File: src/rtl/bss_pkg.sv
// Shared types and constants of the byte signature scanner.
// Holds the signature table and the step word passed to the window. No dependencies.
package bss_pkg;

    localparam int SIG_COUNT  = 8;
    localparam int SIG_MAXLEN = 9;

    // One signature, byte 0 is the final byte of the signature, byte 1 the one before it.
    typedef logic [SIG_MAXLEN-1:0][7:0] sig_row_t;
    typedef logic [3:0]                 sig_len_t;

    // Written in message order, left-padded with zero.
    localparam sig_row_t SIG_REV [SIG_COUNT] = '{
        {8'h00, 8'h00, 8'h00, 8'h00, 8'h25, 8'h50, 8'h44, 8'h46, 8'h2D}, // %PDF-
        {8'h00, 8'h00, 8'h00, 8'h00, 8'h00, 8'h50, 8'h4B, 8'h03, 8'h04}, // PK 03 04
        {8'h00, 8'h00, 8'h00, 8'h00, 8'h00, 8'h37, 8'h7A, 8'h58, 8'h5A}, // 7zXZ
        {8'h00, 8'h00, 8'h00, 8'h00, 8'h00, 8'h52, 8'h61, 8'h72, 8'h21}, // Rar!
        {8'h00, 8'h00, 8'h00, 8'h00, 8'h3C, 8'h3F, 8'h78, 8'h6D, 8'h6C}, // <?xml
        {8'h3C, 8'h21, 8'h44, 8'h4F, 8'h43, 8'h54, 8'h59, 8'h50, 8'h45}, // <!DOCTYPE
        {8'h00, 8'h00, 8'h00, 8'h00, 8'h00, 8'h00, 8'h00, 8'h4D, 8'h5A}, // MZ
        {8'h00, 8'h00, 8'h00, 8'h00, 8'h00, 8'h00, 8'h45, 8'h4C, 8'h46}  // ELF
    };

    localparam sig_len_t SIG_LEN [SIG_COUNT] = '{
        4'd5, 4'd4, 4'd4, 4'd4, 4'd5, 4'd9, 4'd2, 4'd3
    };

    // One byte handed from the input register to the window.
    typedef struct packed {
        logic       take;
        logic       last;
        logic [7:0] data;
    } bss_step_t;

endpackage

File: src/rtl/bss_if.sv
// Channel interfaces of the byte signature scanner.
// Byte channel and result channel with valid/ready handshake. No dependencies.
interface bss_in_if;
    logic       valid;
    logic       ready;
    logic [7:0] data_byte;
    logic       last_byte;

    modport source (output valid, data_byte, last_byte, input ready);
    modport sink   (input valid, data_byte, last_byte, output ready);
endinterface

interface bss_out_if;
    logic       valid;
    logic       ready;
    logic       suspicious;
    logic [7:0] found_mask;

    modport source (output valid, suspicious, found_mask, input ready);
    modport sink   (input valid, suspicious, found_mask, output ready);
endinterface

File: src/rtl/bss_match.sv
// Parallel compare of the current byte and the history window against all signatures.
// Depends on bss_pkg for the signature table.
module bss_match #(
    parameter int HISTORY_BYTES = 8,
    parameter int FW            = 4
) (
    input  logic [7:0]                   cur,
    input  logic [7:0]                   hist [HISTORY_BYTES],
    input  logic [FW-1:0]                fill,
    output logic [bss_pkg::SIG_COUNT-1:0] hit
);
    import bss_pkg::*;

    localparam int CW = (FW > 4) ? FW : 4;

    logic [CW-1:0] fill_w;

    assign fill_w = CW'(fill);

    // A signature hits when it ends on the current byte and lies wholly inside this message
    always_comb
    begin
        for (int i = 0; i < SIG_COUNT; i++)
        begin
            hit[i] = (cur == SIG_REV[i][0]) &&
                     (fill_w >= (CW'(SIG_LEN[i]) - CW'(1)));
            for (int k = 0; k < SIG_MAXLEN - 1; k++)
            begin
                if ((k + 1) < int'(SIG_LEN[i]))
                begin
                    hit[i] = hit[i] && (hist[k] == SIG_REV[i][k+1]);
                end
            end
        end
    end

endmodule

File: src/rtl/bss_window.sv
// History window, fill count and sticky mask of one message.
// Depends on bss_pkg and bss_match.
module bss_window #(
    parameter int HISTORY_BYTES = 8
) (
    input  logic                          clk,
    input  logic                          rst_n,
    input  bss_pkg::bss_step_t            step,
    output logic [bss_pkg::SIG_COUNT-1:0] found
);
    import bss_pkg::*;

    localparam int FW = $clog2(HISTORY_BYTES + 1);

    logic [7:0]           hist_reg [HISTORY_BYTES];
    logic [FW-1:0]        fill_reg;
    logic [FW-1:0]        fill_next;
    logic [SIG_COUNT-1:0] seen_reg;
    logic [SIG_COUNT-1:0] hit;

    bss_match #(
        .HISTORY_BYTES (HISTORY_BYTES),
        .FW            (FW)
    ) u_match (
        .cur  (step.data),
        .hist (hist_reg),
        .fill (fill_reg),
        .hit  (hit)
    );

    // Mask including a signature that ends on this byte
    assign found = seen_reg | hit;

    // Saturating fill count
    assign fill_next = (fill_reg == FW'(HISTORY_BYTES)) ? fill_reg : fill_reg + FW'(1);

    // Shift in the byte, or clear everything after the last byte of a message
    always_ff @(posedge clk or negedge rst_n)
    begin
        if (!rst_n)
        begin
            for (int k = 0; k < HISTORY_BYTES; k++)
            begin
                hist_reg[k] <= '0;
            end
            fill_reg <= '0;
            seen_reg <= '0;
        end
        else if (step.take)
        begin
            if (step.last)
            begin
                for (int k = 0; k < HISTORY_BYTES; k++)
                begin
                    hist_reg[k] <= '0;
                end
                fill_reg <= '0;
                seen_reg <= '0;
            end
            else
            begin
                hist_reg[0] <= step.data;
                for (int k = 1; k < HISTORY_BYTES; k++)
                begin
                    hist_reg[k] <= hist_reg[k-1];
                end
                fill_reg <= fill_next;
                seen_reg <= found;
            end
        end
    end

endmodule

File: src/rtl/byte_signature_scanner_core.sv
// Top level of the byte signature scanner: input register, window, result register.
// Depends on bss_pkg, bss_if, bss_window and bss_match.
//
//   channel  | modport       | word                         | when
//   ---------+---------------+------------------------------+---------------------------
//   msg      | bss_in_if     | data_byte, last_byte         | one word per message byte
//   result   | bss_out_if    | suspicious, found_mask       | one word per message
//
// One byte per cycle sustained unless a stalled result holds back a last byte; the
// compare against the history window lies between the input register and the
// window/result registers; a last byte's result loads once the result register is free.
// Reset clears the window, fill count, mask and all valid flags.
// A stalled result holds back the next last byte and what follows; prior bytes flow on.
module byte_signature_scanner_core #(
    parameter int HISTORY_BYTES = 8
) (
    input  logic         clk,
    input  logic         rst_n,
    bss_in_if.sink       msg,
    bss_out_if.source    result
);
    import bss_pkg::*;

    logic                 in_valid_reg;
    logic [7:0]           in_data_reg;
    logic                 in_last_reg;
    logic                 out_valid_reg;
    logic                 out_susp_reg;
    logic [SIG_COUNT-1:0] out_mask_reg;
    logic                 out_free;
    logic                 advance;
    logic                 take;
    bss_step_t            step;
    logic [SIG_COUNT-1:0] found;

    // Flow control
    assign out_free  = !out_valid_reg || result.ready;
    assign advance   = in_valid_reg && (!in_last_reg || out_free);
    assign msg.ready = !in_valid_reg || advance;
    assign take      = msg.valid && msg.ready;

    // Input register
    always_ff @(posedge clk or negedge rst_n)
    begin
        if (!rst_n)
        begin
            in_valid_reg <= 1'b0;
        end
        else if (take)
        begin
            in_valid_reg <= 1'b1;
        end
        else if (advance)
        begin
            in_valid_reg <= 1'b0;
        end
    end

    always_ff @(posedge clk)
    begin
        if (take)
        begin
            in_data_reg <= msg.data_byte;
            in_last_reg <= msg.last_byte;
        end
    end

    assign step = '{take: advance, last: in_last_reg, data: in_data_reg};

    bss_window #(
        .HISTORY_BYTES (HISTORY_BYTES)
    ) u_window (
        .clk   (clk),
        .rst_n (rst_n),
        .step  (step),
        .found (found)
    );

    // Result register
    always_ff @(posedge clk or negedge rst_n)
    begin
        if (!rst_n)
        begin
            out_valid_reg <= 1'b0;
        end
        else if (advance && in_last_reg)
        begin
            out_valid_reg <= 1'b1;
        end
        else if (result.ready)
        begin
            out_valid_reg <= 1'b0;
        end
    end

    always_ff @(posedge clk)
    begin
        if (advance && in_last_reg)
        begin
            out_susp_reg <= |found;
            out_mask_reg <= found;
        end
    end

    assign result.valid      = out_valid_reg;
    assign result.suspicious = out_susp_reg;
    assign result.found_mask = out_mask_reg;

endmodule

File: src/flat_wrapper.sv
// flat-port wrapper written by rule: the top's interface ports become plain ports
module byte_signature_scanner_core_flat import bss_pkg::*;
#(
    parameter int HISTORY_BYTES = 8
)
  (clk, rst_n, msg_valid, msg_data_byte, msg_last_byte, msg_ready, result_valid, result_suspicious, result_found_mask, result_ready);
  bss_in_if msg_i ();
  bss_out_if result_i ();
  input  logic clk;
  input  logic rst_n;
  input wire logic [$bits(msg_i.valid)-1:0] msg_valid;
  input wire logic [$bits(msg_i.data_byte)-1:0] msg_data_byte;
  input wire logic [$bits(msg_i.last_byte)-1:0] msg_last_byte;
  output wire logic [$bits(msg_i.ready)-1:0] msg_ready;
  output wire logic [$bits(result_i.valid)-1:0] result_valid;
  output wire logic [$bits(result_i.suspicious)-1:0] result_suspicious;
  output wire logic [$bits(result_i.found_mask)-1:0] result_found_mask;
  input wire logic [$bits(result_i.ready)-1:0] result_ready;
  assign msg_i.valid = msg_valid;
  assign msg_i.data_byte = msg_data_byte;
  assign msg_i.last_byte = msg_last_byte;
  assign msg_ready = msg_i.ready;
  assign result_valid = result_i.valid;
  assign result_suspicious = result_i.suspicious;
  assign result_found_mask = result_i.found_mask;
  assign result_i.ready = result_ready;
  byte_signature_scanner_core #(.HISTORY_BYTES(HISTORY_BYTES)) u_core (.clk(clk), .rst_n(rst_n), .msg(msg_i), .result(result_i));
endmodule
File: config.mk
export PLATFORM = sky130hd
export DESIGN_NAME = byte_signature_scanner_core_flat
export DESIGN_NICKNAME = d
export VERILOG_FILES = /design/src/rtl/bss_pkg.sv /design/src/rtl/bss_if.sv /design/src/rtl/bss_match.sv /design/src/rtl/bss_window.sv /design/src/rtl/byte_signature_scanner_core.sv /design/src/flat_wrapper.sv
export SDC_FILE = /design/constraint.sdc
export NUM_CORES = 1
export LEC_CHECK = 0
export ABC_AREA = 0
export BUFFER_PORTS_ARGS = -buffer_cell sky130_fd_sc_hd__buf_2
export CORE_UTILIZATION = 52
export CTS_CLUSTER_DIAMETER = 30
export CTS_CLUSTER_SIZE = 40
export DETAILED_ROUTE_END_ITERATION = 7
export PLACE_DENSITY = 0.72
export SLEW_MARGIN = 20
export SYNTH_ARGS = -nofsm -noshare
export SYNTH_HDL_FRONTEND = slang
export SYNTH_HIERARCHICAL = 1
export SYNTH_SLANG_ARGS = --single-unit
File: constraint.sdc
create_clock -name clk -period 1.75 [get_ports clk]
set_input_delay 0.0875 -clock clk [delete_from_list [all_inputs] [get_ports clk]]
set_output_delay 0.0875 -clock clk [all_outputs]
set_load 0.02 [all_outputs]
==> results of run 1 <==
[logic make-up (layout without fill, tap and decap cells)]
logic type / after synthesis / in the layout
buffers and inverters: 74 / 161
flip-flops: 96 / 96
adder cells (fa/ha/maj): 2 / 2
AO/OA/AOI/OAI: 80 / 80
multiplexers: 1 / 1
AND/OR/NAND/NOR: 180 / 180
[power by group through the flow]
stage | clock network [mW] | logic [mW] | registers, mW
6_report | 1.45 | 0.689 | 2.50
5_1_grt | 1.57 | 0.743 | 2.51
4_1_cts | 1.48 | 0.656 | 2.49
3_5_place_dp | 0 | 0.608 | 2.53
3_3_place_gp | 0 | 0.584 | 2.53
2_1_floorplan | 0 | 0.286 | 2.53
[what timing repair did]
action                     CTS  global route
hold endpoints to repair    47             0
setup endpoints to repair   16            25
hold buffers                11             0
buffers inserted             7             4
resized for setup           19            19
pin swaps                    6            18
[synth_stat cells, types with 3 or more instances]
library cell and instances:
nor4b_1 4, nor2b_1 3, nand4b_1 6, or2_2 8, buf_2 9, o31ai_1 17
nand3b_1 14, nor4_1 14, a21oi_1 8, edfxtp_1 18, dfrtp_1 78, inv_1 50
o21ai_1 3, nand2_1 28, nor2_1 19, nor3b_1 3, nand3_1 6, nand2b_1 6
nor3_1 4, a22o_1 3, clkbuf_1 11, or4b_1 3, or3_1 33, nor4bb_1 4
nand4_1 8, o21ai_0 47
[cell type report]
cell class | instances | share of cell area, %
Sequential cell | 96 | 44.6
Multi-Input combinational cell | 263 | 33.0
Timing Repair Buffer | 94 | 13.2
Inverter | 51 | 3.42
Tap cell | 105 | 2.35
Clock buffer | 10 | 2.28
Clock inverter | 6 | 1.21
[layer usage]
layer  up-vias  GRT usage, %  routed length (um)  share of wire (%)
li1       1696             -                   -                  -
met1      1812          35.8                4930                 45
met2       116          41.7                5330                 48
met3        28          5.88                 519                4.7
met4         0          10.6                 268                2.4
met5         -             0                   0                  0
[worst min-delay path by stage]
| stage | to | slack, ns | from | cells after the start |
|---|---|---|---|---|
| after floorplan | u_core/in_valid_reg | -0.21 | rst_n | 0 |
| after global placement | u_core/u_window/seen_reg[0] | 0.09 | rst_n | 1 |
| after detailed placement | u_core/u_window/seen_reg[0] | 0.09 | rst_n | 1 |
| after CTS | u_core/in_valid_reg | 0.02 | result_ready | 3 |
| after global routing | u_core/in_valid_reg | 0.04 | result_ready | 3 |
| final | u_core/result.valid | 0.04 | result_ready | 3 |
[through the flow]
| step | util (%) | TNS (ns) | power [mW] | hold WS (ns) |
|---|---|---|---|---|
| 3_5_place_dp | 61.1 | -1.91 | 3.14 | 0.0915 |
| 5_1_grt | 68.1 | -3.15 | 4.82 | 0.0356 |
| 4_1_cts | 66.7 | -1.54 | 4.63 | 0.0223 |
| 2_1_floorplan | - | -0.0377 | 2.82 | -0.208 |
| 3_3_place_gp | 61.1 | -1.63 | 3.11 | 0.0866 |
| 6_report | 68.1 | -1.81 | 4.64 | 0.0350 |
[worst reg2reg max path: cells and delay by family, from the launching register on]
kind / cells / cell delay, ns
AND/OR/NAND/NOR: 7 / 1.39
flip-flops: 1 / 0.44
[cell usage in the layout, fill, tap and decap left out, types with 3 or more instances in the layout]
cell,Yosys,final
dfrtp_1,78,78
nor4_1,14,7
dlygate4sd3_1,0,11
o21ai_0,47,47
a22o_1,3,3
nand3_1,6,5
nand4b_1,6,6
nor3_2,1,3
or3_1,33,33
nand2_1,28,28
nor4_4,0,7
or4b_4,1,3
buf_2,9,22
nor4b_1,4,3
nor4bb_1,4,3
edfxtp_1,18,18
or2_4,0,6
buf_6,2,3
buf_4,0,54
nand3b_1,14,14
inv_1,50,50
buf_12,0,4
nand2b_1,6,5
clkbuf_8,0,9
o21ai_1,3,3
nor2_1,19,19
nand4_1,8,8
a21oi_1,8,6
o31ai_1,17,17
==> results.ini, run 1 <==
[sta]
slew_headroom_pct = 61.7
rsz0062_at_grt = yes
setup_slack_ns = -0.349
max_freq_ghz = 0.476
fin_crit_sh_pct = 120
worstMarginPinSlew_ns = 0.570
setup_viol = 12
drv_slew = 0
period_minus_slack_ns = 2.10
hold_viol = 0
finClkSkew_ns = 0.0163

[synth]
synth_top_family_by_area = simple AND/OR/NAND/NOR gates
synth-adder-area-share_pct = 0.564
ys.warnings.count = 6
synth-xor-area-share_pct = 0
synth-edff-count = 18
syn-cell-area_um2 = 4440
syn-num-nets = 448
synth_top_cell_area_share_pct = 44.0
ys_ff_latch = 96
synth_flop_cell = dfrtp_1
synth_compound_area_share_pct = 10.3
ys_types = 46
synth.area.mux_share_pct = 0.254
synth_top_cells_by_area = dfrtp_1, edfxtp_1, o21ai_0
seq_area_frac_synth_pct = 56.2
async_flop_share_pct = 81.3
synth-simple-area-share_pct = 25.8
synthCells = 433
yosys.area.top_type = dfrtp_1
syn_avg_cell_area_um2 = 10.2

[place]
place_congestion = 0.919
place_area_um2 = 5020
post-place-ws_ns = -0.305
dp_hpwl_mm = 7.45
port_buffers = 23
dp_cells = 589

[setup_path]
rrSetupSlack_ns = -0.35
crit_required_ns = 1.86
cp_slowest_cell = dfrtp_1
cp_top_family = simple AND/OR/NAND/NOR gates
crit_start = u_core/u_window/fill_reg[3]
r2r-start = u_core/u_window/fill_reg[3]
worstPathBufferInverterCount = 0
slowest_delay_ns = 0.44
cp-start-kind = flop
path_max_fanout = 5
path_depth = 7
timing.rr.end = u_core/result.suspicious
rr_worst_depth = 7
cp-end-kind = flop
critical_path.endpoint = u_core/result.suspicious
crit_top_cell = nand2_1
worstPathArrival_ns = 2.21
critPathKind = reg -> reg
path_cells = nor2_1, nand2_1, nand4_1, nor3_2, or2_2, nor4_1, nand2_1

[grt]
grt_pass1_vias = 3595
grt_max_degree = 72
antenna_found_initial = 0
track_usage_pct = 26.5
gr-total-overflow = 0
grt_pass1_wl_mm = 17.7

[cells_and_area]
ff_latch_area_um2 = 2490
layoutNonFillerInstCount = 625
num_antenna_cells = 0
multi_input_area_um2 = 1840
drive_above_1_share_pct = 26.5
fillers = 608
syn_to_final_growth_pct = 26.1
fin_nets = 530
largest_register_ffs = 64
final_area_um2 = 5590

[clock_network]
cts.sinks = 96
cts_tree = yes
worstSkewPairLatency_ns = 0.37
cts_max_level = 3
cts_root_buf = clkbuf_8
clk_path_buf_depth = 2
cts_buffers = 9
clkTransAtPathRegs_ns = 0.10

[floorplan]
num_io_pins = 24
chipHeight_um = 94.4
die-area_um2 = 8910
row_count = 33
start_util_pct = 54.0
design.core.area_um2 = 8220
die_w_um = 94.4

[power]
clkPwrFrac_pct = 31.4
p_seq_share_pct = 53.8
ir_drop_mv = 0.507
cellPowerDensity_nw_per_um2 = 829
switching_power_mw = 1.29
p_leak_nw = 2.41
p_int_mw = 3.35
switching_share_pct = 27.7
pwr-share-comb_pct = 14.8

[routing]
wl_per_cell_um = 17.7
viasPerCell = 5.84
dr.pass1.iters = 5
vias = 3652
antenna_left = 0
drcViolationCount = 0
routed_wl_mm = 11.0
drt_iter0_drc = 235

[run_status]
violations = setup timing
status = finished, violations left

[hold_path]
hold_path_class = in -> reg

[flow_run]
drv_cap = 0

Power figures use the tool's default switching activity.
==> inputs of run 2 (changes only) <==
--- a/config.mk
+++ b/config.mk
@@ -11,6 +11,7 @@
 export CTS_CLUSTER_DIAMETER = 30
 export CTS_CLUSTER_SIZE = 40
 export DETAILED_ROUTE_END_ITERATION = 7
+export GPL_TIMING_DRIVEN = 0
 export PLACE_DENSITY = 0.72
 export SLEW_MARGIN = 20
 export SYNTH_ARGS = -nofsm -noshare
==> run 2 against run 1 <==
Compared with the run above:
- the flow still finishes with violations (setup timing)
- total power is 1.1% lower
- register-to-register slack worse by 0.02 ns
- clock power hardly changed
- count of clock-buffer cells in the layout stayed put
- sequential share of layout area is 1.5 points higher
- die area stayed put
- hold slack better by 0.016 ns
- design area is 3.1% lower
- flip-flop and latch count stayed put
- fmax is 0.91% lower
- critical endpoint unchanged
- largest power group unchanged
==> results.ini, run 2 (synthesis gave the netlist of run 1 again) <==
[setup_path]
worstPathArrival_ns = 2.24  ; was 2.21 ns
critPathKind = reg -> reg  ; unchanged
path_max_fanout = 5  ; unchanged
cp-end-kind = flop  ; unchanged
cp-start-kind = flop  ; unchanged
crit_required_ns = 1.87  ; was 1.86 ns

[sta]
max_freq_ghz = 0.472  ; was 0.476 GHz
slew_headroom_pct = 49.6  ; was 61.7%
worstMarginPinSlew_ns = 0.753  ; was 0.570 ns
setup_slack_ns = -0.368  ; was -0.349 ns
finClkSkew_ns = 0.0109  ; was 0.0163 ns
hold_viol = 0  ; unchanged
period_minus_slack_ns = 2.12  ; was 2.10 ns
fin_crit_sh_pct = 121  ; was 120%
rsz0062_at_grt = yes  ; unchanged
setup_viol = 10  ; was 12
drv_slew = 0  ; unchanged

[clock_network]
cts_max_level = 3  ; unchanged
worstSkewPairLatency_ns = 0.37  ; about the same
cts_tree = yes  ; unchanged
cts_root_buf = clkbuf_8  ; unchanged
cts_buffers = 9  ; unchanged
clkTransAtPathRegs_ns = 0.09  ; was 0.10 ns
clk_path_buf_depth = 2  ; unchanged
cts.sinks = 96  ; unchanged

[routing]
routed_wl_mm = 11.4  ; was 11.0 mm
wl_per_cell_um = 18.6  ; was 17.7 um
vias = 3692  ; was 3652
antenna_left = 0  ; unchanged
viasPerCell = 6.05  ; was 5.84
drcViolationCount = 0  ; unchanged
dr.pass1.iters = 6  ; was 5
drt_iter0_drc = 332  ; was 235

[cells_and_area]
drive_above_1_share_pct = 24.6  ; was 26.5%
fillers = 605  ; was 608
multi_input_area_um2 = 1870  ; was 1840 um2
final_common_cell = dfrtp_1  ; unchanged
largest_register_ffs = 64  ; unchanged
fin_nets = 515  ; was 530
utilization_pct = 66.0  ; was 68.1%
layout_common_cells = dfrtp_1, inv_1, o21ai_0, or3_1, buf_2  ; was dfrtp_1, buf_4, inv_1, o21ai_0, or3_1
num_antenna_cells = 0  ; unchanged
syn_to_final_growth_pct = 22.2  ; was 26.1%
ff_latch_area_um2 = 2500  ; was 2490 um2

[grt]
grt_max_degree = 45  ; was 72
grt_pass1_vias = 3553  ; was 3595
grt_pass1_wl_mm = 18.1  ; was 17.7 mm
gr-total-overflow = 0  ; unchanged
antenna_found_initial = 0  ; unchanged
track_usage_pct = 27.6  ; was 26.5%

[place]
post-place-ws_ns = -0.518  ; was -0.305 ns
place_congestion = 0.947  ; was 0.919
dp_hpwl_mm = 7.83  ; was 7.45 mm
port_buffers = 23  ; unchanged

[floorplan]
die_w_um = 94.4  ; unchanged
chipHeight_um = 94.4  ; unchanged
num_io_pins = 24  ; unchanged
design.core.area_um2 = 8220  ; unchanged
start_util_pct = 54.0  ; unchanged
die-area_um2 = 8910  ; unchanged
row_count = 33  ; unchanged

[power]
p_leak_nw = 2.32  ; was 2.41 nW
ir_drop_mv = 0.532  ; was 0.507 mV
cellPowerDensity_nw_per_um2 = 846  ; was 829 nW/um2

[run_status]
status = finished, violations left  ; unchanged
violations = setup timing  ; unchanged

[hold_path]
hold_path_class = in -> reg  ; unchanged

[flow_run]
drv_cap = 0  ; unchanged

run 2: repair_timing:
action,in CTS,in global routing
hold buffers,11,0
gates resized for setup,28,28
setup endpoints to repair,61,69
pin swaps,12,15
endpoints found under the hold margin,44,0
setup buffers,13,9
run 2: routing by layer:
layer	wire length, um	GRT usage (%)	vias to the layer above
li1	-	-	1665
met1	4990	40.4	1818
met2	5150	40.6	168
met3	816	3.95	41
met4	408	13.1	0
met5	0	0	-
run 2: final timing paths:
check,depth (start not counted),start,slack [ns],to
min in group asynchronous,2,rst_n,0.22,u_core/u_window/seen_reg[0]
max reg2reg,7,u_core/in_data_reg[6],-0.37,u_core/result.suspicious
max in group asynchronous,3,rst_n,0.94,u_core/u_window/hist_reg[60]
min reg2reg,2,u_core/u_window/hist_reg[7],0.49,u_core/u_window/hist_reg[7]
max,7,u_core/in_data_reg[6],-0.37,u_core/result.suspicious
min,3,result_ready,0.05,u_core/in_valid_reg
run 2: final cells by class:
class | count | share of cell area, %
sequential | 96 | 46.1
multi-input combinational | 263 | 34.4
timing repair buffer | 56 | 7.62
inverter | 51 | 3.53
tap | 105 | 2.42
clock buffer | 10 | 2.35
buffer | 23 | 2.31
clock inverter | 6 | 1.25
run 2: critical path, stage by stage, from the launching register on:
cell	delay, ns
edfxtp_1	0.54
nor4b_1	0.22
and3_1	0.23
nand4_1	0.16
nor4_4	0.07
or2_4	0.23
nor4_1	0.33
nand2_1	0.08
run 2: power breakdown:
part	internal [mW]	total, mW	switching (mW)
logic	0.243	0.612	0.369
clock network	0.669	1.44	0.776
registers	2.39	2.53	0.143
total	3.30	4.59	1.29
run 2: stage by stage:
step,power [mW],instance area [um2],instances,TNS [ns],hold slack (ns)
floorplan,2.82,4440,433,-0.0377,-0.208
global placement,3.01,4690,561,-3.20,0.265
detailed placement,3.03,4710,562,-3.94,0.0718
CTS,4.54,5250,602,-1.88,0.0170
global route,4.75,5420,610,-2.56,0.0559
finish,4.59,5420,610,-1.40,0.0513
==> inputs of run 3 (changes only) <==
--- a/config.mk
+++ b/config.mk
@@ -8,10 +8,12 @@
 export ABC_AREA = 0
 export BUFFER_PORTS_ARGS = -buffer_cell sky130_fd_sc_hd__buf_2
 export CORE_UTILIZATION = 52
+export CTS_BUF_LIST = sky130_fd_sc_hd__clkbuf_2 sky130_fd_sc_hd__clkbuf_4 sky130_fd_sc_hd__clkbuf_8
 export CTS_CLUSTER_DIAMETER = 30
 export CTS_CLUSTER_SIZE = 40
 export DETAILED_ROUTE_END_ITERATION = 7
 export GPL_TIMING_DRIVEN = 0
+export MAX_ROUTING_LAYER = met4
 export PLACE_DENSITY = 0.72
 export SLEW_MARGIN = 20
 export SYNTH_ARGS = -nofsm -noshare
==> run 3 against run 2 <==
Compared with the run above:
- the run still ends with setup timing left
- utilization down 0.43 points
- highest routed layer unchanged
- combinational power decreased by 3.3%
- critical path type unchanged
- flip-flop and latch count did not move
- global-route usage rose by 0.43 points
- sequential share of layout area is 0.23 points higher
- largest power group unchanged
- fmax increased by 0.62%
- hold slack improved by 0.0025 ns
- clock power decreased by 8%
- first-iteration DRC count rose by 25%
==> results.ini, run 3 (synthesis gave the netlist of run 1 again) <==
[cells_and_area]
fillers = 643  ; was 605
largest_register_ffs = 64  ; unchanged
final_area_um2 = 5390  ; was 5420 um2
layout_common_cells = dfrtp_1, inv_1, o21ai_0, or3_1, buf_2  ; unchanged
layoutNonFillerInstCount = 608  ; was 610
fin_nets = 513  ; was 515
syn_to_final_growth_pct = 21.4  ; was 22.2%
drive_above_1_share_pct = 24.5  ; was 24.6%
num_antenna_cells = 0  ; unchanged
final_common_cell = dfrtp_1  ; unchanged

[setup_path]
rr_worst_depth = 7  ; unchanged
slowest_delay_ns = 0.50  ; was 0.54 ns
worstPathArrival_ns = 2.22  ; was 2.24 ns
cp_slowest_cell = dfrtp_1  ; was edfxtp_1
critPathKind = reg -> reg  ; unchanged
crit_required_ns = 1.87  ; about the same
cp-end-kind = flop  ; unchanged
path_cells = nor2_1, nor3_2, nand4b_1, nor4_2, or2_2, nor4_1, nand2_1  ; was nor4b_1, and3_1, nand4_1, nor4_4, or2_4, nor4_1, nand2_1
path_max_fanout = 7  ; was 5
cp-start-kind = flop  ; unchanged

[grt]
grt_max_degree = 45  ; unchanged
gr-total-overflow = 0  ; unchanged
grt_pass1_vias = 3381  ; was 3553
grt_pass1_wl_mm = 17.9  ; was 18.1 mm
antenna_found_initial = 0  ; unchanged
track_usage_pct = 28.1  ; was 27.6%

[power]
ir_drop_mv = 0.496  ; was 0.532 mV
p_seq_share_pct = 56.8  ; was 55.2%
switching_share_pct = 27.5  ; was 28.1%
cellPowerDensity_nw_per_um2 = 828  ; was 846 nW/um2
p_int_mw = 3.23  ; was 3.30 mW
p_leak_nw = 2.30  ; was 2.32 nW
clkPwrFrac_pct = 29.9  ; was 31.5%
switching_power_mw = 1.23  ; was 1.29 mW
pwr-share-comb_pct = 13.3  ; about the same

[hold_path]
hold_depth = 3  ; unchanged
hold_path_class = in -> reg  ; unchanged

[sta]
setup_slack_ns = -0.355  ; was -0.368 ns
rsz0062_at_grt = yes  ; unchanged
setup_viol = 14  ; was 10
slew_headroom_pct = 66.4  ; was 49.6%
max_freq_ghz = 0.475  ; was 0.472 GHz
fin_crit_sh_pct = 120  ; was 121%
worstMarginPinSlew_ns = 0.504  ; was 0.753 ns
hold_viol = 0  ; unchanged
period_minus_slack_ns = 2.11  ; was 2.12 ns
drv_slew = 0  ; unchanged
finClkSkew_ns = 0.0126  ; was 0.0109 ns

[place]
port_buffers = 23  ; unchanged
dp_cells = 562  ; unchanged
dp_hpwl_mm = 7.76  ; was 7.83 mm
place_area_um2 = 4720  ; was 4710 um2
place_congestion = 0.963  ; was 0.947

[floorplan]
row_count = 33  ; unchanged
design.core.area_um2 = 8220  ; unchanged
die-area_um2 = 8910  ; unchanged
num_io_pins = 24  ; unchanged
chipHeight_um = 94.4  ; unchanged
die_w_um = 94.4  ; unchanged
start_util_pct = 54.0  ; unchanged

[routing]
routed_wl_mm = 11.4  ; about the same
antenna_left = 0  ; unchanged
viasPerCell = 6.10  ; was 6.05
drcViolationCount = 0  ; unchanged
wl_per_cell_um = 18.8  ; was 18.6 um
vias = 3707  ; was 3692
drt_iter0_drc = 415  ; was 332
dr.pass1.iters = 6  ; unchanged

[clock_network]
cts_tree = yes  ; unchanged
cts_buffers = 9  ; unchanged
cts_root_buf = clkbuf_8  ; unchanged
worstSkewPairLatency_ns = 0.36  ; was 0.37 ns
cts.sinks = 96  ; unchanged
clkTransAtPathRegs_ns = 0.09  ; about the same
clk_path_buf_depth = 2  ; unchanged
cts_max_level = 3  ; unchanged

[run_status]
status = finished, violations left  ; unchanged
violations = setup timing  ; unchanged

[flow_run]
drv_cap = 0  ; unchanged

[run 3: area by class of cell]
cell class / instances / area (um2) / area share [%]
clock inverter: 3 / 18.8 / 0.348
inverter: 51 / 191 / 3.55
tap: 105 / 131 / 2.44
sequential: 96 / 2490 / 46.3
buffer: 23 / 128 / 2.37
multi-input combinational: 263 / 1860 / 34.5
clock buffer: 13 / 160 / 2.97
timing repair buffer: 54 / 402 / 7.46
[run 3: worst paths after layout]
path | endpoint | slack (ns) | startpoint
setup / recovery | u_core/result.suspicious | -0.36 | u_core/u_window/fill_reg[3]
hold / removal | u_core/in_valid_reg | 0.05 | result_ready
setup reg to reg | u_core/result.suspicious | -0.36 | u_core/u_window/fill_reg[3]
hold reg to reg | u_core/u_window/seen_reg[4] | 0.49 | u_core/u_window/seen_reg[4]
max in group asynchronous | u_core/u_window/hist_reg[32] | 0.95 | rst_n
min in group asynchronous | u_core/u_window/hist_reg[59] | 0.23 | rst_n
[run 3: per-layer routing]
layer  vias up  GRT usage (%)  wire length, um
li1       1658              -                -
met5         -              -                0
met4         0           11.8              454
met2       186           39.1             5090
met3        53           5.96              853
met1      1810           39.7             5050
[run 3: repair_timing]
action	4_1_cts	5_1_grt
endpoints found under the hold margin	44	0
setup endpoints to repair	73	70
buffers inserted	6	13
resized for setup	29	24
pin swaps	9	8
hold buffers	11	0
[run 3: power by group through the flow]
| stage | logic [mW] | registers (mW) | clock network (mW) |
|---|---|---|---|
| finish | 0.592 | 2.53 | 1.33 |
| floorplan | 0.286 | 2.53 | 0 |
| detailed placement | 0.463 | 2.57 | 0 |
| global route | 0.646 | 2.54 | 1.44 |
| CTS | 0.521 | 2.53 | 1.36 |
| global placement | 0.445 | 2.57 | 0 |
[run 3: per-stage QoR]
| stage | hold WS [ns] | util, % | power, mW | setup WS, ns | setup TNS (ns) |
|---|---|---|---|---|---|
| after global placement | 0.265 | 57.1 | 3.01 | -0.508 | -6.70 |
| after global routing | 0.0490 | 65.6 | 4.64 | -0.417 | -2.73 |
| after detailed placement | 0.0747 | 57.4 | 3.03 | -0.486 | -7.88 |
| after floorplan | -0.208 | - | 2.82 | -0.0377 | -0.0377 |
| after CTS | 0.00706 | 63.2 | 4.40 | -0.477 | -1.95 |
| final | 0.0538 | 65.6 | 4.46 | -0.355 | -2.09 |
[run 3: critical path, delay by kind of cell, from the launching register on]
family        cells  cell delay [ns]
flops             1             0.50
simple gates      7             1.36
